### src/hdl/multichannel_rx_chunk_fifo_core_macros.svh
// assertion macros shared by the receive chunk fifo modules
`ifndef MULTICHANNEL_RX_CHUNK_FIFO_CORE_MACROS_SVH
`define MULTICHANNEL_RX_CHUNK_FIFO_CORE_MACROS_SVH

// same-cycle implication, checked out of reset
`define MRCF_ASSERT_NOW(label, ante, cons, msg) \
    label: assert property (@(posedge i_clk) disable iff (!i_rst_n) (ante) |-> (cons)) \
        else $error(msg);

// next-cycle implication, checked out of reset
`define MRCF_ASSERT_NEXT(label, ante, cons, msg) \
    label: assert property (@(posedge i_clk) disable iff (!i_rst_n) (ante) |=> (cons)) \
        else $error(msg);

`endif

### src/hdl/mrcf_ram.sv
// generic single-write, registered-read ram
module mrcf_ram #(
    parameter int WIDTH = 8,
    parameter int DEPTH = 256
) (
    input  logic                     i_clk,
    input  logic                     i_we,
    input  logic [$clog2(DEPTH)-1:0] i_waddr,
    input  logic [WIDTH-1:0]         i_wdata,
    input  logic                     i_re,
    input  logic [$clog2(DEPTH)-1:0] i_raddr,
    output logic [WIDTH-1:0]         o_rdata
);

    logic [WIDTH-1:0] r_mem [DEPTH];
    logic [WIDTH-1:0] r_rdata;

    always_ff @(posedge i_clk) begin
        if (i_we) begin
            r_mem[i_waddr] <= i_wdata;
        end
        if (i_re) begin
            r_rdata <= r_mem[i_raddr];
        end
    end

    assign o_rdata = r_rdata;

endmodule

### config.mk
export PLATFORM = sky130hd
export DESIGN_NAME = mrcf_ram
export DESIGN_NICKNAME = d
export VERILOG_FILES = /design/src/hdl/multichannel_rx_chunk_fifo_core_macros.svh /design/src/hdl/mrcf_ram.sv
export SDC_FILE = /design/constraint.sdc
export NUM_CORES = 2
export LEC_CHECK = 0
export BUFFER_PORTS_ARGS = -buffer_cell sky130_fd_sc_hd__buf_2
export CAP_MARGIN = 10
export CORE_MARGIN = 2
export CORE_UTILIZATION = 50
export DETAILED_ROUTE_END_ITERATION = 7
export GPL_ROUTABILITY_DRIVEN = 0
export MAX_ROUTING_LAYER = met4
export PLACE_DENSITY = 0.65
export SYNTH_ARGS = -nofsm -noshare
export SYNTH_HDL_FRONTEND = slang
export SYNTH_SLANG_ARGS = --single-unit
### constraint.sdc
create_clock -name i_clk -period 7.75 [get_ports i_clk]
set_input_delay 1.55 -clock i_clk [delete_from_list [all_inputs] [get_ports i_clk]]
set_output_delay 1.55 -clock i_clk [all_outputs]
set_load 0.01 [all_outputs]
* Word level (Yosys, flattened, before mapping) *
Memories as Yosys holds them, arrays and structs flattened. A register that Yosys moved wholly into a read port is not among the register bits.
Index checks and enable logic that the tools add are counted.

storage, ports and cells
  register bits = 0
  latch bits = 0
  bits in writable memories = 2,048
  ROM bits = 0
  output and inout bits = 8
  logic and storage cells = 3
  memories kept = 1

operators by class
  add/subtract/negate cells = 0
  multiply operators = 0
  divide/modulo/power cells = 0
  order comparisons = 0
  equality and inequality tests = 0
  shift operators = 0
  mux-type cells = 2
  bitwise logic cells = 0
  reduce and logical (&&, ||, !) cells = 0

memories
  name   depth  bits a word  rd ports  clocked after Yosys merged registers in  write ports  line            RTL
  r_mem  256    8            1         1                                        1            mrcf_ram.sv:15  logic [WIDTH-1:0] r_mem [DEPTH];

operator list
  operator  number
  $mux 1    2

* Longest topological paths before layout *
  word-level depth = 2
  mapped depth = 11
  depth with buffers taken out = 6

* Worst setup path before layout *
No wires, ideal clock.

  path type = input to register
  start = input i_raddr[0]
  end = register r_rdata[2] (netlist: o_rdata[2]), read port of r_mem (data pin)
  data arrival time = 3.357 ns
  data required time = 7.481 ns
  path slack = 4.124 ns
  stages = 9
  path through = buf_6 buf_12 buf_8 buf_2 mux4_2 a22oi_1 a21oi_1 nor4_1 nor4_2

RTL lines
  element      line            RTL
  from (decl)  mrcf_ram.sv:11  input logic [$clog2(DEPTH)-1:0] i_raddr,
  to (decl)    mrcf_ram.sv:16  logic [WIDTH-1:0] r_rdata;

==> results.md <==
- The run finished with clean final reports.
- The worst hold path was traced through 6 stages.
- Counting cells, the worst reg-to-reg path comes to 6.
- The most instantiated flip-flop cell in the synthesis netlist is sky130_fd_sc_hd__edfxtp_1.
- The destination of the worst register-to-register timing path is o_rdata[3]$_DFFE_PP_.
- The number of global-route vias before repair came to about 38,000.
- Summing every instance area after synthesis gives approximately 80,000 um2.
- In the finished design, the share of the clock period the worst path needs comes to 61.9%.
- The worst-case IR drop observed on VDD is 212 uV.
- Once the floorplan was initialized, standard cells occupied about half of the core.
- The commonest non-fill, non-tap cell in the layout is sky130_fd_sc_hd__edfxtp_1.
- In this run the tightest slew margin relative to its limit is roughly 15%.
- 35 I/O pins were placed.
- The first routing iteration left a little over 5,000 violations.
- The largest single stage delay on the critical path is between 1 and 1.5 ns.
- The wire length of the first global-routing pass is roughly 280,000 um.
- The fraction of synthesis flops using an asynchronous set or reset pin is 0%.
- After routing the design area is roughly 89,000 um2.
- The count of synthesis-stage warnings from yosys is 0.
- The number of slew-limit violations in the final report is 0.
- In this run the standard cell core region covers 158,000 um2.
- The smallest clock period supported by the final layout is computed as 4.80 ns.
- The layout net count is 3,861.
- The synthesized design contains 2,056 register bits.
- The vertical extent of the die is just over 400 um.
- Walking the worst path, the cells encountered are buf_8 > buf_12 > buf_4 > mux4_2 > mux4_2 > nor2b_1 > nor4_1 > nor4_1.
- The routed wirelength normalized by instance count is roughly 32 um.
- The setup TNS is 0 ns.
- The final layout contains routed wiring with a total length of just under 200,000 um.
- The number of detailed-route iterations in the first pass is 6.
- The critical path required time is roughly 8.3 ns.
- Together, buffers and inverters on the worst path number 3.
- The number of different library cells used by synthesis comes to 54.
- Measured along the x axis, the die boundary spans 403 um.
- The initial antenna violation count was 13.
- Power spread over the standard cell area amounts to 260 nW/um2.
- The number of fill cells is between 10,000 and 15,000.
- The total number of vias is ~39,000.
- The final number of hold-violating endpoints is 0.
- The clock skew after layout is around 0.054 ns.
- After clock tree synthesis, the clock-pin slew on the worst setup and hold paths is about 0.060 ns.
- The area growth from synthesis to layout is 11.1%.
- The sort of element at the end of the critical path is a flop.
- The number of remaining DRC errors is 0.
- The startpoint identified for the worst hold timing path is r_mem[53][1]$_DFFE_PP_.
- Setup repair after global routing left no endpoint under its margin.
- In this run, CTS created clock tree buffers numbering slightly above 200.
- The largest net degree at the start of global routing is roughly 160.
- The root buffer cell chosen for the clock tree is sky130_fd_sc_hd__clkbuf_16.
- A synthesized cell averages about 21 um2.
- After detailed routing, the number of vias per cell comes to roughly 6.4.
- In this run the deepest clock path goes through 3 buffers.
- The global route total overflow is 0.
- The worst-case register-to-register setup slack is about 4.5 ns.
- The number of instances resized during post-cts repair is 0.
- The critical path data arrival time is ~5.3 ns.
- The worst-case hold slack is around 1.1 ns.
- The worst hold path terminates at o_rdata[1]$_DFFE_PP_.
- The die covers ~160,000 um2.
- The leakage component of the power is between 0.02 and 0.03 uW.
- The master of the slowest instance on the critical path is sky130_fd_sc_hd__nor4_1.
- The class of the most critical setup path is in2reg.
- The overall fraction of global-route tracks in use is between 20% and 30%.
- Leaving out fill and tap cells, the most frequent cells in the layout are sky130_fd_sc_hd__edfxtp_1, sky130_fd_sc_hd__mux4_2, sky130_fd_sc_hd__nor2_1, sky130_fd_sc_hd__clkbuf_16, sky130_fd_sc_hd__mux2i_1.
- Among cell families on the critical path, the largest total delay comes from simple AND/OR/NAND/NOR gates.
- The share of synthesized area occupied by flip-flops and latches is ~78%.
- The post-synth net total is about 3,800.
- The post-CTS setup-driven buffer insertion count is 0.
- TritonCTS built the clock tree.
- The total number of clock tree sinks is a little over 2,000.
- The number of instances in the synthesized netlist is 3,733.
- CTS built an H-tree with a depth of 4.
- The half-perimeter wire length after placement is between 100,000 and 150,000 um.
- Row generation in the floorplan step produced around 150 rows.
- The worst setup path is launched from an input port.
- The maximum net fanout on the critical path is 65.
- The number of maximum-capacitance constraint violations is 0.
- The count of nets left with antenna violations once routing finished came out at 0.
- The tightest min-delay check is of the reg2reg type.
- Cells with a size suffix above 1 make up between 20% and 30% of the layout.
- Counting flops with a built-in enable in the synthesized netlist gives 2,056.
- The pin slew with the least headroom to its limit is 1.26 ns.
- The most critical setup path has its startpoint at i_raddr[0].
- For this run, the top clock speed supported by timing is 208 MHz.
- At the later pin of the worst-skew pair, clock insertion delay measures approximately 0.84 ns.
- In this run the cell area measured after placement is slightly above 80,000 um2.
- Setup violations remaining at the end of the flow were counted as 0.
- In this run the critical register-to-register path is launched from r_mem[211][3]$_DFFE_PP_.
- The number of hold buffers added after CTS was 0.
- In this run the tool buffered the top-level ports with 34 buffer cells.
worst min-delay path: stages (launching register included):
cell and delay [ns]:
sky130_fd_sc_hd__edfxtp_1 0.32, sky130_fd_sc_hd__mux2i_1 0.06, sky130_fd_sc_hd__o22ai_1 0.15, sky130_fd_sc_hd__o21ai_0 0.11
sky130_fd_sc_hd__nand3_1 0.10, sky130_fd_sc_hd__nor4_1 0.06, sky130_fd_sc_hd__nor4_1 0.16
how the worst max path moves through the flow:
stage	slack, ns	endpoint	depth (start not counted)
final	2.95	o_rdata[1]$_DFFE_PP_	8
after global routing	2.85	o_rdata[7]$_DFFE_PP_	10
after CTS	2.92	o_rdata[7]$_DFFE_PP_	10
after detailed placement	2.01	o_rdata[7]$_DFFE_PP_	10
after global placement	1.53	o_rdata[7]$_DFFE_PP_	10
after floorplan	4.12	o_rdata[2]$_DFFE_PP_	9
synth_stat cells, types with 13 or more instances:
cell	count	area (um2)
sky130_fd_sc_hd__o22ai_1	28	175
sky130_fd_sc_hd__a221oi_1	13	114
sky130_fd_sc_hd__buf_1	22	82.6
sky130_fd_sc_hd__o221ai_1	46	403
sky130_fd_sc_hd__nand2_1	33	124
sky130_fd_sc_hd__clkbuf_1	111	417
sky130_fd_sc_hd__a211oi_1	16	120
sky130_fd_sc_hd__edfxtp_1	2056	61700
sky130_fd_sc_hd__nor4_1	24	150
sky130_fd_sc_hd__mux4_2	454	10200
sky130_fd_sc_hd__a22oi_1	133	998
sky130_fd_sc_hd__a21oi_1	96	480
sky130_fd_sc_hd__nor2_1	282	1060
sky130_fd_sc_hd__nor3_1	22	110
sky130_fd_sc_hd__nand3_1	34	170
sky130_fd_sc_hd__nor2b_1	31	194
sky130_fd_sc_hd__buf_8	13	195
sky130_fd_sc_hd__buf_2	31	155
sky130_fd_sc_hd__buf_4	27	203
sky130_fd_sc_hd__buf_6	21	236
sky130_fd_sc_hd__mux2i_1	134	1340
cell families after synthesis:
family	after synthesis	synth area share, %
compound gates	385	3.42
buf+inv	235	1.83
flops	2056	77.5
mux	591	14.6
simple gates	466	2.63
through the flow:
| stage | worst slack, ns | power (uW) | instances | util (%) |
|---|---|---|---|---|
| 3_5_place_dp | 2.01 | 13600 | 5700 | 51.8 |
| 3_3_place_gp | 1.53 | 13600 | 5698 | 51.8 |
| 5_1_grt | 2.85 | 23600 | 6084 | 55.9 |
| 4_1_cts | 2.92 | 23100 | 6074 | 55.9 |
| 2_1_floorplan | 4.12 | 13100 | 3733 | - |
| 6_report | 2.95 | 23000 | 6086 | 55.9 |
report_power, final:
part	internal (uW)	switching (uW)
combinational	362	724
clock	5470	4150
sequential	12300	14.9
total	18100	4890
layer usage:
metal / vias to the layer above / part of all wire [%] / GRT usage, %
li1: 16000 / - / -
met2: 1937 / 48 / 38.1
met5: - / 0 / -
met3: 321 / 8.9 / 5.05
met4: 0 / 2.5 / 7.14
met1: 20700 / 40 / 34.7
area by class of cell:
cell class,instances,area [um2],share of cell area (%)
repair buffers,129,1160,1.31
flip-flops and latches,2056,61700,69.8
inverters,2,7.51,0.00848
clock inverters,124,1150,1.30
diodes,11,27.5,0.0311
clock buffers,250,5320,6.01
multi-input cells,1442,16500,18.6
well taps,2072,2590,2.93
sequential cells by signal, summed over array words and instances (netlist names):
signal   cells
o_rdata      8
r_mem     2048
Power figures use the tool's default switching activity.
