<file path="src/hdl/multichannel_rx_chunk_fifo_core_macros.svh">
// assertion macros shared by the receive chunk fifo modules
`ifndef MULTICHANNEL_RX_CHUNK_FIFO_CORE_MACROS_SVH
`define MULTICHANNEL_RX_CHUNK_FIFO_CORE_MACROS_SVH

// same-cycle implication, checked out of reset
`define MRCF_ASSERT_NOW(label, ante, cons, msg) \
    label: assert property (@(posedge i_clk) disable iff (!i_rst_n) (ante) |-> (cons)) \
        else $error(msg);

// next-cycle implication, checked out of reset
`define MRCF_ASSERT_NEXT(label, ante, cons, msg) \
    label: assert property (@(posedge i_clk) disable iff (!i_rst_n) (ante) |=> (cons)) \
        else $error(msg);

`endif

</file>
<file path="src/hdl/mrcf_pkg.sv">
// shared types and constants of the receive chunk fifo
package mrcf_pkg;

    localparam int CHANNELS_DEF   = 4;
    localparam int FIFO_DEPTH_DEF = 128;

    // byte lanes of the banked store, one bank per chunk byte
    localparam int LANES  = 3;
    localparam int LANE_W = 2;

    // request kinds carried on tuser
    localparam logic REQ_CHUNK = 1'b0;
    localparam logic REQ_READ  = 1'b1;

    localparam int IN_TDATA_W  = 32;
    localparam int OUT_TDATA_W = 88;

    typedef logic [LANE_W-1:0] t_lane;

    typedef struct packed {
        logic       req_type;
        logic [1:0] chan_sel;
        logic       packet_ok;
        logic [1:0] chunk_count;
        logic [7:0] byte_a;
        logic [7:0] byte_b;
        logic [7:0] byte_c;
    } t_req;

    typedef struct packed {
        logic        read_valid;
        t_lane       rd_lane;
        logic [1:0]  stored_bytes;
        logic [1:0]  dropped_bytes;
        logic [7:0]  fill_level;
        logic [31:0] recv_total;
        logic [31:0] drop_total;
    } t_res;

endpackage

</file>
<file path="src/hdl/mrcf_chan_ctrl.sv">
// per-channel pointers, fill counts and totals, and bank write/read control
module mrcf_chan_ctrl #(
    parameter int CHANNELS   = mrcf_pkg::CHANNELS_DEF,
    parameter int FIFO_DEPTH = mrcf_pkg::FIFO_DEPTH_DEF,
    parameter int ADDR_W     = 8
) (
    input  logic                i_clk,
    input  logic                i_rst_n,
    input  logic                i_commit,
    input  mrcf_pkg::t_req      i_req,
    output mrcf_pkg::t_res      o_res,
    output logic                o_we    [mrcf_pkg::LANES],
    output logic [ADDR_W-1:0]   o_waddr [mrcf_pkg::LANES],
    output logic [7:0]          o_wdata [mrcf_pkg::LANES],
    output logic [ADDR_W-1:0]   o_raddr
);
    import mrcf_pkg::*;

    localparam int ROWS   = (FIFO_DEPTH + LANES - 1) / LANES;
    localparam int ROW_W  = (ROWS > 1) ? $clog2(ROWS) : 1;
    localparam int CH_W   = (CHANNELS > 1) ? $clog2(CHANNELS) : 1;
    localparam int FILL_W = $clog2(FIFO_DEPTH + 1);

    logic [ROW_W-1:0]  r_wrow  [CHANNELS];
    t_lane             r_wlane [CHANNELS];
    logic [ROW_W-1:0]  r_rrow  [CHANNELS];
    t_lane             r_rlane [CHANNELS];
    logic [FILL_W-1:0] r_fill  [CHANNELS];
    logic [31:0]       r_acc   [CHANNELS];
    logic [31:0]       r_drop  [CHANNELS];

    logic [ROW_W-1:0]  n_wrow;
    t_lane             n_wlane;
    logic [ROW_W-1:0]  n_rrow;
    t_lane             n_rlane;
    logic [FILL_W-1:0] n_fill;
    logic [31:0]       n_acc;
    logic [31:0]       n_drop;

    logic [CH_W+1:0]   ch_ext;
    logic [CH_W-1:0]   ch;
    logic              in_range;
    logic              is_chunk;
    logic              is_read;
    logic              do_read;
    logic [ROW_W-1:0]  cur_wrow;
    logic [ROW_W-1:0]  wrow_next;
    t_lane             cur_wlane;
    logic [ROW_W-1:0]  cur_rrow;
    t_lane             cur_rlane;
    logic [FILL_W-1:0] cur_fill;
    logic [FILL_W-1:0] room;
    logic [1:0]        stored;
    logic [1:0]        dropped;
    logic [2:0]        lane_sum;
    logic [FILL_W+7:0] fill_ext;
    logic [2:0]        stored_sum;

    assign ch_ext   = {{CH_W{1'b0}}, i_req.chan_sel};
    assign ch       = ch_ext[CH_W-1:0];
    assign in_range = ch_ext < (CH_W + 2)'(CHANNELS);
    assign is_chunk = in_range && (i_req.req_type == REQ_CHUNK) && i_req.packet_ok
                      && (i_req.chunk_count != 2'd0);
    assign is_read  = in_range && (i_req.req_type == REQ_READ);

    assign cur_wrow  = in_range ? r_wrow[ch]  : '0;
    assign cur_wlane = in_range ? r_wlane[ch] : '0;
    assign cur_rrow  = in_range ? r_rrow[ch]  : '0;
    assign cur_rlane = in_range ? r_rlane[ch] : '0;
    assign cur_fill  = in_range ? r_fill[ch]  : '0;

    assign wrow_next = (cur_wrow == ROW_W'(ROWS - 1)) ? '0 : cur_wrow + 1'b1;

    // free room caps the chunk, later bytes are the ones dropped
    assign room    = FILL_W'(FIFO_DEPTH) - cur_fill;
    assign stored  = !is_chunk ? 2'd0 :
                     (room < {{(FILL_W-2){1'b0}}, i_req.chunk_count}) ? room[1:0] :
                     i_req.chunk_count;
    assign dropped = is_chunk ? i_req.chunk_count - stored : 2'd0;
    assign do_read = is_read && (cur_fill != '0);

    always_comb begin
        n_wrow   = cur_wrow;
        n_wlane  = cur_wlane;
        n_rrow   = cur_rrow;
        n_rlane  = cur_rlane;
        n_fill   = cur_fill;
        n_acc    = in_range ? r_acc[ch]  : '0;
        n_drop   = in_range ? r_drop[ch] : '0;
        lane_sum = {1'b0, cur_wlane} + {1'b0, stored};
        if (is_chunk) begin
            if (lane_sum >= 3'(LANES)) begin
                n_wlane = LANE_W'(lane_sum - 3'(LANES));
                n_wrow  = wrow_next;
            end else begin
                n_wlane = LANE_W'(lane_sum);
            end
            n_fill = cur_fill + FILL_W'(stored);
            n_acc  = n_acc + 32'(stored);
            n_drop = n_drop + 32'(dropped);
        end
        if (do_read) begin
            if (cur_rlane == LANE_W'(LANES - 1)) begin
                n_rlane = '0;
                n_rrow  = (cur_rrow == ROW_W'(ROWS - 1)) ? '0 : cur_rrow + 1'b1;
            end else begin
                n_rlane = cur_rlane + 1'b1;
            end
            n_fill = cur_fill - 1'b1;
        end
    end

    // bank b takes chunk byte (b - write lane) mod lanes, one row on when it wrapped
    always_comb begin
        logic [2:0] diff;
        logic [2:0] off;
        for (int b = 0; b < LANES; b++) begin
            diff = 3'(b) + 3'(LANES) - {1'b0, cur_wlane};
            off  = (diff >= 3'(LANES)) ? diff - 3'(LANES) : diff;
            o_we[b]    = i_commit && (off < {1'b0, stored});
            o_waddr[b] = {ch, (3'(b) < {1'b0, cur_wlane}) ? wrow_next : cur_wrow};
            case (off)
                3'd0:    o_wdata[b] = i_req.byte_a;
                3'd1:    o_wdata[b] = i_req.byte_b;
                default: o_wdata[b] = i_req.byte_c;
            endcase
        end
    end

    assign o_raddr  = {ch, cur_rrow};
    assign fill_ext = {8'd0, n_fill};

    always_comb begin
        o_res               = '0;
        o_res.read_valid    = do_read;
        o_res.rd_lane       = cur_rlane;
        o_res.stored_bytes  = stored;
        o_res.dropped_bytes = dropped;
        if (in_range) begin
            o_res.fill_level = fill_ext[7:0];
            o_res.recv_total = n_acc;
            o_res.drop_total = n_drop;
        end
    end

    always_ff @(posedge i_clk) begin
        if (!i_rst_n) begin
            for (int c = 0; c < CHANNELS; c++) begin
                r_wrow[c]  <= '0;
                r_wlane[c] <= '0;
                r_rrow[c]  <= '0;
                r_rlane[c] <= '0;
                r_fill[c]  <= '0;
                r_acc[c]   <= '0;
                r_drop[c]  <= '0;
            end
        end else if (i_commit && in_range) begin
            r_wrow[ch]  <= n_wrow;
            r_wlane[ch] <= n_wlane;
            r_rrow[ch]  <= n_rrow;
            r_rlane[ch] <= n_rlane;
            r_fill[ch]  <= n_fill;
            r_acc[ch]   <= n_acc;
            r_drop[ch]  <= n_drop;
        end
    end

    assign stored_sum = {1'b0, stored} + {1'b0, dropped};

`include "multichannel_rx_chunk_fifo_core_macros.svh"

    `MRCF_ASSERT_NOW(a_chunk_split, is_chunk, stored_sum == {1'b0, i_req.chunk_count}, "chunk bytes not fully accounted")
    `MRCF_ASSERT_NOW(a_fill_bound, in_range, cur_fill <= FILL_W'(FIFO_DEPTH), "fill count beyond depth")
    `MRCF_ASSERT_NOW(a_pop_nonempty, o_res.read_valid, is_read && (cur_fill != '0), "pop from empty or non-read")
    `MRCF_ASSERT_NOW(a_no_write_on_read, is_read, stored == 2'd0, "read request writes the store")

endmodule
</file>
<file path="config.mk">
export PLATFORM = sky130hd
export DESIGN_NAME = mrcf_chan_ctrl
export DESIGN_NICKNAME = d
export VERILOG_FILES = /design/src/hdl/mrcf_pkg.sv /design/src/hdl/mrcf_chan_ctrl.sv
export VERILOG_INCLUDE_DIRS = /design/src /design/src/hdl
export SDC_FILE = /design/constraint.sdc
export NUM_CORES = 1
export LEC_CHECK = 0
export ABC_AREA = 0
export BUFFER_PORTS_ARGS = -buffer_cell sky130_fd_sc_hd__buf_2
export CAP_MARGIN = 20
export CORE_MARGIN = 2
export CORE_UTILIZATION = 60
export CTS_BUF_LIST = sky130_fd_sc_hd__clkbuf_4 sky130_fd_sc_hd__clkbuf_8
export CTS_CLUSTER_DIAMETER = 150
export DETAILED_ROUTE_END_ITERATION = 8
export GPL_ROUTABILITY_DRIVEN = 1
export PLACE_DENSITY = 0.81
export RECOVER_POWER = 25
export SETUP_SLACK_MARGIN = 0.3
export SLEW_MARGIN = 30
export SYNTH_ARGS = -nofsm -noshare
export SYNTH_HDL_FRONTEND = slang
export SYNTH_SLANG_ARGS = --single-unit
</file>
<file path="constraint.sdc">
create_clock -name i_clk -period 15.3 [get_ports i_clk]
set_clock_uncertainty 0.1 [all_clocks]
set_input_delay 2.295 -clock i_clk [delete_from_list [all_inputs] [get_ports i_clk]]
set_output_delay 2.295 -clock i_clk [all_outputs]
set_load 0.05 [all_outputs]
</file>
# [Word-level counts from Yosys, hierarchy flattened]
# Memories as Yosys holds them, arrays and structs flattened.
# Index checks and enable logic that the tools add are counted.
[totals] ff_bits=0 ramBits=352 out_inout_bits=138 elab_cells=123 n_memories=7
[classes] add_sub_neg=17 n_lt_le_gt_ge=12 n_eq_ne=6 muxes=59 bitwise=1 reduce_logical=21
[memory_table] memory="r_acc" words=4 word_bits=32 read_ports=1 rd_clocked_by_memory_dff=0 wr=4 line="mrcf_chan_ctrl.sv:29" source="logic [31:0] r_acc [CHANNELS];"
[memory_table] memory="r_drop" words=4 word_bits=32 read_ports=1 rd_clocked_by_memory_dff=0 wr=4 line="mrcf_chan_ctrl.sv:30" source="logic [31:0] r_drop [CHANNELS];"
[memory_table] memory="r_fill" words=4 word_bits=8 read_ports=1 rd_clocked_by_memory_dff=0 wr=4 line="mrcf_chan_ctrl.sv:28" source="logic [FILL_W-1:0] r_fill [CHANNELS];"
[memory_table] memory="r_rrow" words=4 word_bits=6 read_ports=1 rd_clocked_by_memory_dff=0 wr=4 line="mrcf_chan_ctrl.sv:26" source="logic [ROW_W-1:0] r_rrow [CHANNELS];"
[memory_table] memory="r_wrow" words=4 word_bits=6 read_ports=1 rd_clocked_by_memory_dff=0 wr=4 line="mrcf_chan_ctrl.sv:24" source="logic [ROW_W-1:0] r_wrow [CHANNELS];"
[memory_table] memory="r_rlane" words=4 word_bits=2 read_ports=1 rd_clocked_by_memory_dff=0 wr=4 line="mrcf_chan_ctrl.sv:27" source="t_lane r_rlane [CHANNELS];"
[memory_table] memory="+1 memories"
[op_table] operator="32-bit 2-to-1 mux" n=6
[op_table] operator="6-bit 2-to-1 mux" n=13
[op_table] operator="72-bit 2-to-1 mux" n=1
[op_table] operator="32-bit by 2-bit adder with 32-bit output" n=2
[op_table] operator="32-bit OR reduction" n=2
[op_table] operator="8-bit case mux with 2 select lines" n=3
[op_table] operator="2-bit 2-to-1 mux" n=18
[op_table] operator="8-bit 2-to-1 mux" n=4
[op_table] operator="6-bit by 1-bit adder with 6-bit output (second input constant)" n=2
[op_table] operator="6-bit == test (second input constant)" n=2
[op_table] operator="3-bit by 2-bit greater-or-equal comparator with 1-bit output (second input constant)" n=4
[op_table] operator="6-bit OR reduction" n=2
[op_table] operator="1-bit 2-to-1 mux" n=11
[op_table] operator="3-bit by 1-bit == test with 1-bit output (second input constant)" n=3
[op_table] operator="1-bit logical AND" n=9
[op_table] operator="3-bit zero test" n=3
[op_table] operator="3-bit by 2-bit < comparator with 1-bit output" n=3
[op_table] operator="3-bit 2-to-1 mux" n=3
[op_table] operator="3-bit by 2-bit subtractor with 3-bit output (second input constant)" n=3
[op_table] operator="8-bit by 2-bit adder with 8-bit output" n=1
[op_table] operator="8-bit by 2-bit < comparator with 1-bit output" n=1
[op_table] operator="8-bit nonzero test" n=1
[op_table] operator="8-bit OR reduction" n=1
[op_table] operator="8-bit by 1-bit subtractor with 8-bit output (second input constant)" n=1
[op_table] operator="14 further kinds" n=17

# [Logic depth before layout (Yosys ltp)]
# Gate-level depths: netlist of the first run.
[depth] word_depth=11 mapped_depth=24

# [Worst setup path before layout of the first run]
# Ideal clock, no wire load.
[synth_timing] kind="in2out" from="input i_req[27] (netlist name)" to="output o_res[24] (netlist name)" t_arrival_ns=8.342 required_ns=12.905 path_slack_ns=4.563 stages=22 cell_sequence="buf_6 > buf_6 > mux4_2 > clkbuf_1 > inv_1 > ha_1 > ha_1 > o21ai_0 > nand3b_1 > a2111oi_4 > a21o_1 > nand2_1 > ha_1 > nor2_1 > ha_1 > inv_1 > fa_1 > and3b_1 > nand4_1 > nor4_1 > xnor2_1 > inv_1"
[synth_lines] element="from (decl)" line="mrcf_chan_ctrl.sv:10" source="input mrcf_pkg::t_req i_req,"
[synth_lines] element="to (decl)" line="mrcf_chan_ctrl.sv:11" source="output mrcf_pkg::t_res o_res,"

==> results of run 1 <==
## cell usage in the layout (no fill, tap or decap), types with 3 or more instances in the layout
cell	netlist	routed
nor4_1	19	18
a22oi_1	24	24
and3_1	9	9
mux4_2	86	86
a22o_1	5	5
nand2_1	86	85
nor2b_1	3	3
nand4_1	21	21
nor2_1	384	384
and2_1	10	10
fa_1	4	4
mux2_2	7	7
nand2b_1	7	7
clkbuf_1	55	6
xor2_1	19	19
a31oi_1	5	5
clkbuf_4	0	16
inv_1	109	109
a21oi_1	19	19
ha_1	24	24
clkbuf_8	0	54
buf_6	3	3
o21ai_0	30	30
clkinv_1	2	11
buf_4	17	5
nor3_1	26	26
buf_2	13	168
nand4b_1	3	3
mux2i_1	8	8
nand3_1	21	21
or2_2	5	4
edfxtp_1	352	352
a21o_1	5	5
xnor2_1	56	56
and4_1	9	9
## state kept, by name, indices dropped and copies added (netlist names)
name     flops
r_wlane      8
r_rrow      24
r_drop     128
r_rlane      8
r_fill      32
r_wrow      24
r_acc      128
## routing by layer
layer,vias up,global-route usage (%),share of wire [%]
met2,627,46.0,50
met5,-,0,0
met4,0,9.56,2.1
met1,6132,36.6,40
met3,87,4.07,8.7
li1,5616,-,-
## power by group through the flow
stage	combinational [mW]	clock [mW]	sequential, mW
after global placement	0.486	0	1.15
after detailed placement	0.494	0	1.15
after CTS	0.496	0.709	1.13
after floorplan	0.379	0	1.15
final	0.497	0.699	1.13
after global routing	0.530	0.749	1.14
## stage by stage
stage          utilization, %  worst slack [ps]
5_1_grt                  67.5              2070
3_3_place_gp             64.5              4050
4_1_cts                  67.7              4130
6_report                 67.5              2550
2_1_floorplan               -              4560
3_5_place_dp             64.6              4130
## worst min path at each step
stage | endpoint | start | slack, ps | depth (start not counted)
CTS | r_acc[3][31] | r_acc[3][31] | 780 | 3
global route | r_acc[2][31] | r_acc[3][31] | 820 | 3
floorplan | r_acc[2][31] | r_acc[2][31] | 720 | 3
finish | r_acc[0][31] | r_acc[3][31] | 780 | 3
global placement | r_acc[2][31] | r_acc[3][31] | 760 | 3
detailed placement | r_acc[3][31] | r_acc[3][31] | 770 | 3
## final cells by class
cell class / instances / area (um2) / share of cell area [%]
multi-input cells: 933 / 6660 / 33.3
clock buffers: 70 / 863 / 4.32
inverters: 111 / 417 / 2.08
clock inverters: 13 / 66.3 / 0.332
repair buffers: 182 / 935 / 4.67
well taps: 390 / 488 / 2.44
flip-flops and latches: 352 / 10600 / 52.9
## cell families (layout without fill, tap and decap cells)
| family | after synthesis | count (layout) |
|---|---|---|
| xor gates and xnor gates | 75 | 75 |
| buffers and inverters | 205 | 376 |
| muxes | 104 | 104 |
| DFF | 352 | 352 |
| adders and majority gates | 28 | 28 |
| and+or+nand+nor | 620 | 620 |
| AOI/OAI and AO/OA | 106 | 106 |
## worst max-delay path, stage by stage
cell	delay [ps]
clkbuf_1	2010
clkbuf_1	2330
mux4_2	830
inv_1	200
ha_1	690
clkinv_1	560
ha_1	480
a221o_1	340
a31oi_1	220
buf_2	310
## synthesized netlist by cell type, types with 4 or more instances
cell type / n
nor2_1: 384
edfxtp_1: 352
inv_1: 109
mux4_2: 86
nand2_1: 86
xnor2_1: 56
clkbuf_1: 55
o21ai_0: 30
nor3_1: 26
a22oi_1: 24
ha_1: 24
nand3_1: 21
nand4_1: 21
a21oi_1: 19
nor4_1: 19
xor2_1: 19
buf_4: 17
buf_2: 13
and2_1: 10
and3_1: 9
and4_1: 9
mux2i_1: 8
mux2_2: 7
nand2b_1: 7
buf_1: 6
a21o_1: 5
a22o_1: 5
a31oi_1: 5
or2_2: 5
fa_1: 4
==> flow_metrics.py, run 1 <==
metrics = {
    "outcome": {
        "outcome": "finished with violations",
        "failed_checks": "max-capacitance violations, max-slew violations",
    },
    "floorplanning": {
        "die-area_mm2": 0.0315,
        "pin_count": 171,
        "dieHeight_um": 178,
        "core_area_mm2": 0.0296,
        "initial_core_util_pct": 61.0,
        "die_x_um": 178,
        "fp-row-count": 63,
    },
    "layout": {
        "area_growth_pct": 10.6,
        "drive_above_1_share_pct": 21.6,
        "finish.instance_area_mm2": 0.0200,
        "final_nets": 1695,
        "fillers": 2159,
        "antenna_cells": 0,
        "stdcell_count": 2051,
    },
    "power_and_ir_drop": {
        "p_per_area_mw_per_mm2": 117,
        "vdd_drop_max_mv": 0.0678,
        "leakagePower_nw": 7.84,
        "seqPwrFrac_pct": 48.7,
        "p_clk_share_pct": 30.0,
        "power_frac_comb_pct": 21.3,
        "switching_power_mw": 0.719,
        "design_power_total_mw": 2.33,
        "switching_share_pct": 30.9,
        "p_int_mw": 1.61,
    },
    "yosys": {
        "yosys.area_share.simple_pct": 15.0,
        "synthXorXnorAreaFrac_pct": 3.63,
        "synth_seq_cells": 352,
        "synth_compound_area_share_pct": 4.04,
        "synth_top_family_by_area": "simple AND/OR/NAND/NOR gates",
        "synthCells": 1490,
        "synth_area_per_cell_um2": 12.1,
        "ys_types": 63,
        "synth_mux_area_share_pct": 12.0,
        "ys_warn_count": 0,
        "netlist_top_cells_area": "edfxtp_1 (58%), mux4_2 (11%), nor2_1 (8.0%)",
        "postSynth.asyncResetShare_pct": 0,
        "syn_area_mm2": 0.0181,
        "yosys.area.top_type": "edfxtp_1",
        "synth_top_area_share_pct": 58.4,
        "synth_edf_count": 352,
        "syn_nets": 1551,
        "synthAdderAreaFrac_pct": 2.10,
        "ys_seq_area_share_pct": 58.4,
        "ys.flop_type": "edfxtp_1",
    },
    "timing": {
        "fin_hold_ws_ps": 783,
        "fin_crit_sh_pct": 83.3,
        "worst_pin_slew_ps": 4760,
        "drv_slew": 426,
        "slew_headroom_pct": -217,
        "setup_viol": 0,
        "hold_viol": 0,
        "fin_setup_tns_ps": 0,
        "clock.fmax_mhz": 78.4,
        "post-route-min-period_ps": 12750,
        "rsz0062_at_grt": "no",
    },
    "cts": {
        "clk_latency_ps": 570,
        "postCtsHoldBufs": 0,
        "post-cts-setup-buffer-count": 0,
        "numCtsBuffers": 54,
        "htree_num_levels": 2,
        "cts_buffer_depth": 3,
        "clk_pin_slew_ps": 60,
        "numClockSinks": 352,
        "ctsResizeCount": 0,
        "cts_tree": "built",
        "root_buffer": "clkbuf_8",
    },
    "worst_hold_path": {
        "hold_path_class": "reg -> reg",
    },
    "placed_design": {
        "dp_cells": 1968,
        "routabilityCongestion": 0.827,
        "dp_hpwl_um": 25700,
        "portBuffers": 170,
        "placed_cell_area_mm2": 0.0191,
    },
    "grt": {
        "overflow": 0,
        "grt_pass1_vias": 12500,
        "grtUsageTotal_pct": 27.3,
        "antenna_found_initial": 0,
        "grt_pass1_wl_um": 66500,
        "grt_max_degree": 74,
    },
    "drt": {
        "drcViolationCount": 0,
        "wl_per_cell_um": 20.7,
        "ant_nets": 0,
        "routed_wl_um": 42500,
        "drt-initial-drc-count": 1241,
        "vias": 12500,
        "via_per_inst": 6.08,
        "drt_pass1_iterations": 7,
    },
    "setup_path": {
        "required_ps": 12900,
        "rr_worst_depth": 17,
        "cp-startpoint": "i_req[28]",
        "r2r_end": "r_drop[2][17]",
        "ff2ff_setup_slack_ps": 8870,
        "cp-endpoint": "o_we[0]",
        "crit_type": "in -> out",
        "timing.rr.start": "r_fill[1][2]",
        "cp-end-kind": "primary output",
        "startpoint_type": "input pin",
        "path_max_fanout": 51,
        "arrival_ps": 10360,
    },
    "run": {
        "max_cap_violations": 8,
    },
}
(Power assumes the default switching activity.)
==> inputs of run 2 (changes only) <==
Clock period 15.3 ns to 12.8 ns, I/O delays scaled along.
==> run 2 against run 1 <==
The run still ends with max-capacitance violations, max-slew violations left. Sequential power up 19%. Clock-buffer cell count down 3. Register-to-register slack worse by 2400 ps. Utilization up 0.15 points. Combinational power up 19%. Non-clock buffer count unchanged. Die area unchanged. Sequential cell count unchanged. Critical path depth up 8. Worst setup slack worse by 130 ps. Clock power up 23%.
==> flow_metrics.py, run 2 (synthesized netlist as in run 1, its figures left out) <==
metrics = {
    "timing": {
        "clock.fmax_mhz": 96.3,
        "rsz0062_at_grt": "no",
        "drv_slew": 293,
        "slew_headroom_pct": -84.7,
        "post-route-min-period_ps": 10390,
        "fin_crit_sh_pct": 81.1,
        "fin_ws_ps": 2410,
        "worst_pin_slew_ps": 2770,
        "hold_viol": 0,
        "fin_setup_tns_ps": 0,
        "setup_viol": 0,
    },
    "grt": {
        "grt_pass1_vias": 12400,
        "antenna_found_initial": 0,
        "grtUsageTotal_pct": 27.2,
        "overflow": 0,
        "grt_max_degree": 70,
        "grt_pass1_wl_um": 66200,
    },
    "layout": {
        "final_util_pct": 67.6,
        "stdcell_count": 2064,
        "area_growth_pct": 10.8,
        "final_nets": 1695,
        "drive_above_1_share_pct": 21.7,
        "regArea_mm2": 0.0106,
        "antenna_cells": 0,
        "final_cell_mix": "nor2_1 (384), edfxtp_1 (352), buf_2 (167)",
        "fillers": 2131,
        "layout_commonest_cell": "nor2_1",
        "multi_input_area_mm2": 0.00665,
        "reg_top3": "r_acc x128, r_drop x128, r_fill x32",
    },
    "floorplanning": {
        "dieHeight_um": 178,
        "die-area_mm2": 0.0315,
        "die_x_um": 178,
        "core_area_mm2": 0.0296,
        "pin_count": 171,
        "initial_core_util_pct": 61.0,
        "fp-row-count": 63,
    },
    "cts": {
        "htree_num_levels": 2,
        "post-cts-setup-buffer-count": 0,
        "postCtsHoldBufs": 0,
        "clk_pin_slew_ps": 60,
        "clk_latency_ps": 580,
        "root_buffer": "clkbuf_8",
        "cts_buffer_depth": 3,
        "cts_tree": "built",
        "numCtsBuffers": 54,
        "numClockSinks": 352,
        "ctsResizeCount": 0,
    },
    "outcome": {
        "outcome": "finished with violations",
        "failed_checks": "max-capacitance violations, max-slew violations",
    },
    "drt": {
        "routed_wl_um": 42800,
        "drcViolationCount": 0,
        "via_per_inst": 6.04,
        "vias": 12500,
        "drt_pass1_iterations": 7,
        "wl_per_cell_um": 20.7,
        "drt-initial-drc-count": 1110,
        "ant_nets": 0,
    },
    "setup_path": {
        "crit_cells": 18,
        "arrival_ps": 8370,
        "crit_family": "simple AND/OR/NAND/NOR gates",
        "required_ps": 10780,
        "worst-path-buf-inv": 4,
        "cp-end-kind": "primary output",
        "crit_slowest_cell": "mux4_1",
        "crit_type": "in -> out",
        "path_max_fanout": 51,
        "cp_slowest_stage_delay_ps": 820,
        "cp-startpoint": "i_req[27]",
        "path_cells": "buf_6, mux4_1, or3_4, or3_4, a2111oi_4, nand4_1, nand2_1, ha_1, nor2_1, ha_1, inv_1, fa_1, and3b_1, nand4_1, nor4_1, xnor2_1, inv_1, buf_2",
        "startpoint_type": "input pin",
        "rr_worst_depth": 16,
        "timing.rr.start": "r_fill[0][2]",
    },
    "placed_design": {
        "dp_cells": 1968,
        "dp_slack_ps": 2520,
        "portBuffers": 170,
        "dp_hpwl_um": 25900,
        "routabilityCongestion": 0.816,
    },
    "worst_hold_path": {
        "min_from": "r_drop[2][31]",
        "min_path_cells": 3,
        "hold_path_class": "reg -> reg",
    },
    "power_and_ir_drop": {
        "p_per_area_mw_per_mm2": 140,
        "vdd_drop_max_mv": 0.0959,
        "leakagePower_nw": 7.87,
    },
    "run": {
        "max_cap_violations": 7,
    },
}
## run 2: metrics by stage
step	hold WS [ps]	cell area (um2)	total power, mW
after floorplan	716	18100	1.83
after global routing	850	20000	2.90
after detailed placement	781	19100	1.97
after CTS	802	20100	2.81
after global placement	759	19100	1.95
final	815	20000	2.81
## run 2: report_power, final
group / internal (mW) / leakage (nW) / total (mW) / switching [mW]
sequential: 1.34 / 3.67 / 1.35 / 0.0150
clock: 0.435 / 0.523 / 0.858 / 0.424
combinational: 0.151 / 3.68 / 0.593 / 0.442
total: 1.92 / 7.87 / 2.81 / 0.881
## run 2: layer usage
layer / vias to the layer above / wire length, um / track usage (%)
met5: - / 0 / 0
li1: 5611 / - / -
met4: 0 / 984 / 9.36
met3: 77 / 3840 / 4.50
met2: 678 / 21100 / 46.0
met1: 6108 / 16900 / 36.2
## run 2: worst reg2reg max path: stages (launching register included)
cell	delay, ps
edfxtp_1	360
mux4_1	670
or3_4	470
or3_4	390
a2111oi_4	650
nand4_1	240
nand2_1	240
ha_1	270
nor2_1	170
ha_1	210
inv_1	60
fa_1	380
and3b_1	300
nand4_1	500
nor4_1	590
xnor2_1	280
nor2_1	90
## run 2: layout make-up
type | count | area share, %
Tap cell | 390 | 2.43
Inverter | 111 | 2.08
Clock buffer | 67 | 4.23
Clock inverter | 29 | 0.662
Multi-Input combinational cell | 933 | 33.2
Sequential cell | 352 | 52.7
Timing Repair Buffer | 182 | 4.68
## run 2: final timing paths
path / end / slack [ps]
max reg2reg: r_drop[3][28] / 6480
min reg2reg: r_drop[2][31] / 820
min: r_drop[2][31] / 820
max: o_res[28] / 2410
==> inputs of run 3 (changes only) <==
Settings changed: ABC_AREA 0 to 1, CORE_UTILIZATION 60 to 56, PLACE_DENSITY 0.81 to 0.79.
Clock period 12.8 ns to 9.5 ns, I/O delays scaled along.
==> run 3 against run 2 <==
The run still ends with max-capacitance violations, max-slew violations left. Sequential power up 35%. Die area up 17%. Synthesized area up 9.4%. Sequential share of layout area down 4.1 points. Via count up 32%. Wire length up 26%. Final cell count up 40%. Global-route usage up 2.0 points. Final area up 8.5%. Highest routed layer unchanged.
==> flow_metrics.py, run 3 <==
metrics = {
    "floorplanning": {
        "dieHeight_um": 192,
        "die_x_um": 192,
        "initial_core_util_pct": 57.1,
        "core_area_mm2": 0.0346,
        "fp-row-count": 68,
        "pin_count": 171,
        "die-area_mm2": 0.0368,
    },
    "yosys": {
        "synth_most_common_cell": "nor2_1",
        "syn_nets": 2309,
        "synth_top_area_share_pct": 53.4,
        "ys_seq_area_share_pct": 53.4,
        "ys_warn_count": 0,
        "yosys.area.top_type": "edfxtp_1",
        "syn_area_mm2": 0.0198,
        "synth_area_per_cell_um2": 8.80,
        "synth_seq_cells": 352,
        "netlist_top_cells_area": "edfxtp_1 (53%), nor2_1 (8.9%), nand2_1 (8.1%)",
        "ys_types": 61,
        "ys_top_cells_by_count": "nor2_1 (468), nand2_1 (425), edfxtp_1 (352), inv_1 (264), nand3_1 (103)",
        "postSynth.asyncResetShare_pct": 0,
        "ys.flop_type": "edfxtp_1",
        "synth_edf_count": 352,
        "synthCells": 2248,
    },
    "timing": {
        "clock.fmax_mhz": 115,
        "setup_viol": 0,
        "drv_slew": 226,
        "hold_viol": 0,
        "fin_setup_tns_ps": 0,
        "slew_headroom_pct": -163,
        "rsz0062_at_grt": "no",
        "post-route-min-period_ps": 8720,
        "worst_pin_slew_ps": 3940,
        "fin_hold_ws_ps": 760,
        "fin_crit_sh_pct": 91.8,
    },
    "outcome": {
        "outcome": "finished with violations",
        "failed_checks": "max-capacitance violations, max-slew violations",
    },
    "grt": {
        "grt_pass1_wl_um": 83800,
        "overflow": 0,
        "grt_max_degree": 89,
        "grt_pass1_vias": 15900,
        "grtUsageTotal_pct": 29.3,
        "antenna_found_initial": 0,
    },
    "placed_design": {
        "placed_cell_area_mm2": 0.0208,
        "dp_hpwl_um": 32800,
        "routabilityCongestion": 0.944,
        "portBuffers": 170,
    },
    "drt": {
        "drcViolationCount": 0,
        "routed_wl_um": 54000,
        "wl_per_cell_um": 18.7,
        "drt-initial-drc-count": 1807,
        "via_per_inst": 5.71,
        "ant_nets": 0,
        "vias": 16500,
        "drt_pass1_iterations": 6,
    },
    "setup_path": {
        "arrival_ps": 7200,
        "cpMostUsedCell": "clkbuf_1",
        "crit_type": "in -> out",
        "cp-end-kind": "primary output",
        "crit_cells": 11,
        "required_ps": 7980,
        "crit_slowest_cell": "clkbuf_1",
        "rr_worst_depth": 34,
        "r2r_end": "r_drop[0][16]",
        "timing.rr.start": "r_fill[3][0]",
        "startpoint_type": "input pin",
        "worst-path-buf-inv": 4,
        "ff2ff_setup_slack_ps": 4130,
        "path_max_fanout": 47,
        "path_cells": "clkbuf_1, clkbuf_1, clkbuf_1, o21ai_0, o22ai_2, nand2_1, nor2_1, nor3b_2, nand4_1, nand2_1, buf_2",
        "crit_family": "buffers and inverters",
        "cp_slowest_stage_delay_ps": 2050,
    },
    "layout": {
        "regArea_mm2": 0.0106,
        "antenna_cells": 0,
        "finish.instance_area_mm2": 0.0217,
        "fillers": 2842,
        "final_cell_mix": "nor2_1 (469), nand2_1 (424), edfxtp_1 (352)",
        "area_growth_pct": 9.97,
        "final_nets": 2447,
        "final_util_pct": 62.8,
        "drive_above_1_share_pct": 16.7,
        "multi_input_area_mm2": 0.00748,
        "layout_commonest_cell": "nor2_1",
        "reg_top3": "r_acc x128, r_drop x128, r_fill x32",
    },
    "cts": {
        "clk_latency_ps": 610,
        "ctsResizeCount": 0,
        "cts_tree": "built",
        "numCtsBuffers": 55,
        "clk_pin_slew_ps": 60,
        "htree_num_levels": 2,
        "root_buffer": "clkbuf_8",
        "cts_buffer_depth": 3,
        "postCtsHoldBufs": 0,
        "numClockSinks": 352,
        "post-cts-setup-buffer-count": 0,
    },
    "power_and_ir_drop": {
        "design_power_total_mw": 3.90,
        "leakagePower_nw": 9.40,
        "p_per_area_mw_per_mm2": 179,
        "vdd_drop_max_mv": 0.120,
    },
    "worst_hold_path": {
        "min_path_cells": 4,
        "holdPathEnd": "r_acc[3][2]",
        "min_from": "r_acc[3][2]",
        "hold_path_class": "reg -> reg",
    },
    "run": {
        "max_cap_violations": 5,
    },
}
run 3: changes by cell type after synthesis, moves of 17 or more:
cell / delta
nor2_1: +84
inv_2: +20
xnor2_1: -51
nand3_1: +82
a21oi_1: +41
or2_2: +35
mux4_2: -86
nor4_1: -18
o21ai_0: +68
nand2_1: +339
inv_1: +155
o21ai_1: +36
o22ai_1: +24
nand3_2: +17
run 3: per-layer routing:
layer	part of all wire [%]	global-route usage, %	vias up
met1	40	38.4	7760
li1	-	-	7667
met4	2.5	9.02	0
met3	9.3	4.00	108
met2	48	50.5	925
met5	0	0	-
run 3: kinds of logic (layout without fill, tap and decap cells):
group	count (synthesis)	in the layout	synth area share, %
AO/OA/AOI/OAI	293	293	9.24
XOR/XNOR	35	35	1.78
adder cells (fa/ha/maj)	28	28	1.92
buffers and inverters	403	585	8.84
flip-flops	352	352	53.4
multiplexers	1	1	0.0506
AND/OR/NAND/NOR	1136	1136	24.7
run 3: metrics by stage:
stage	setup WS [ps]	cells
after floorplan	601	2248
after global placement	1560	2784
after detailed placement	1500	2784
after CTS	1480	2885
after global routing	475	2885
final	778	2885
run 3: worst max path at each step:
| stage | from | end | slack [ps] |
|---|---|---|---|
| after global placement | i_req[28] | o_res[24] | 1560 |
| final | i_req[28] | o_res[25] | 780 |
| after detailed placement | i_req[28] | o_res[24] | 1500 |
| after floorplan | i_req[28] | o_res[14] | 600 |
| after global routing | i_req[27] | o_res[24] | 480 |
| after CTS | i_req[28] | o_res[17] | 1480 |
run 3: power breakdown:
part           switching [mW]  leakage [nW]  total [mW]  internal [mW]
Sequential             0.0213          3.67        1.82           1.80
Combinational           0.662          5.19       0.844          0.182
Clock                   0.593         0.545        1.24          0.644
Total                    1.28          9.40        3.90           2.63
run 3: area by class of cell:
type | instances | share of cell area, %
Sequential cell | 352 | 48.6
Multi-Input combinational cell | 1493 | 34.4
Inverter | 293 | 5.08
Timing Repair Buffer | 191 | 4.53
Clock buffer | 68 | 3.93
Tap cell | 455 | 2.62
Clock inverter | 33 | 0.863
run 3: worst min-delay path: stages, from the launching register on:
cell      delay (ps)
edfxtp_1         320
nand2_1           60
nand3_2          120
xnor2_1          140
nor2_1           110
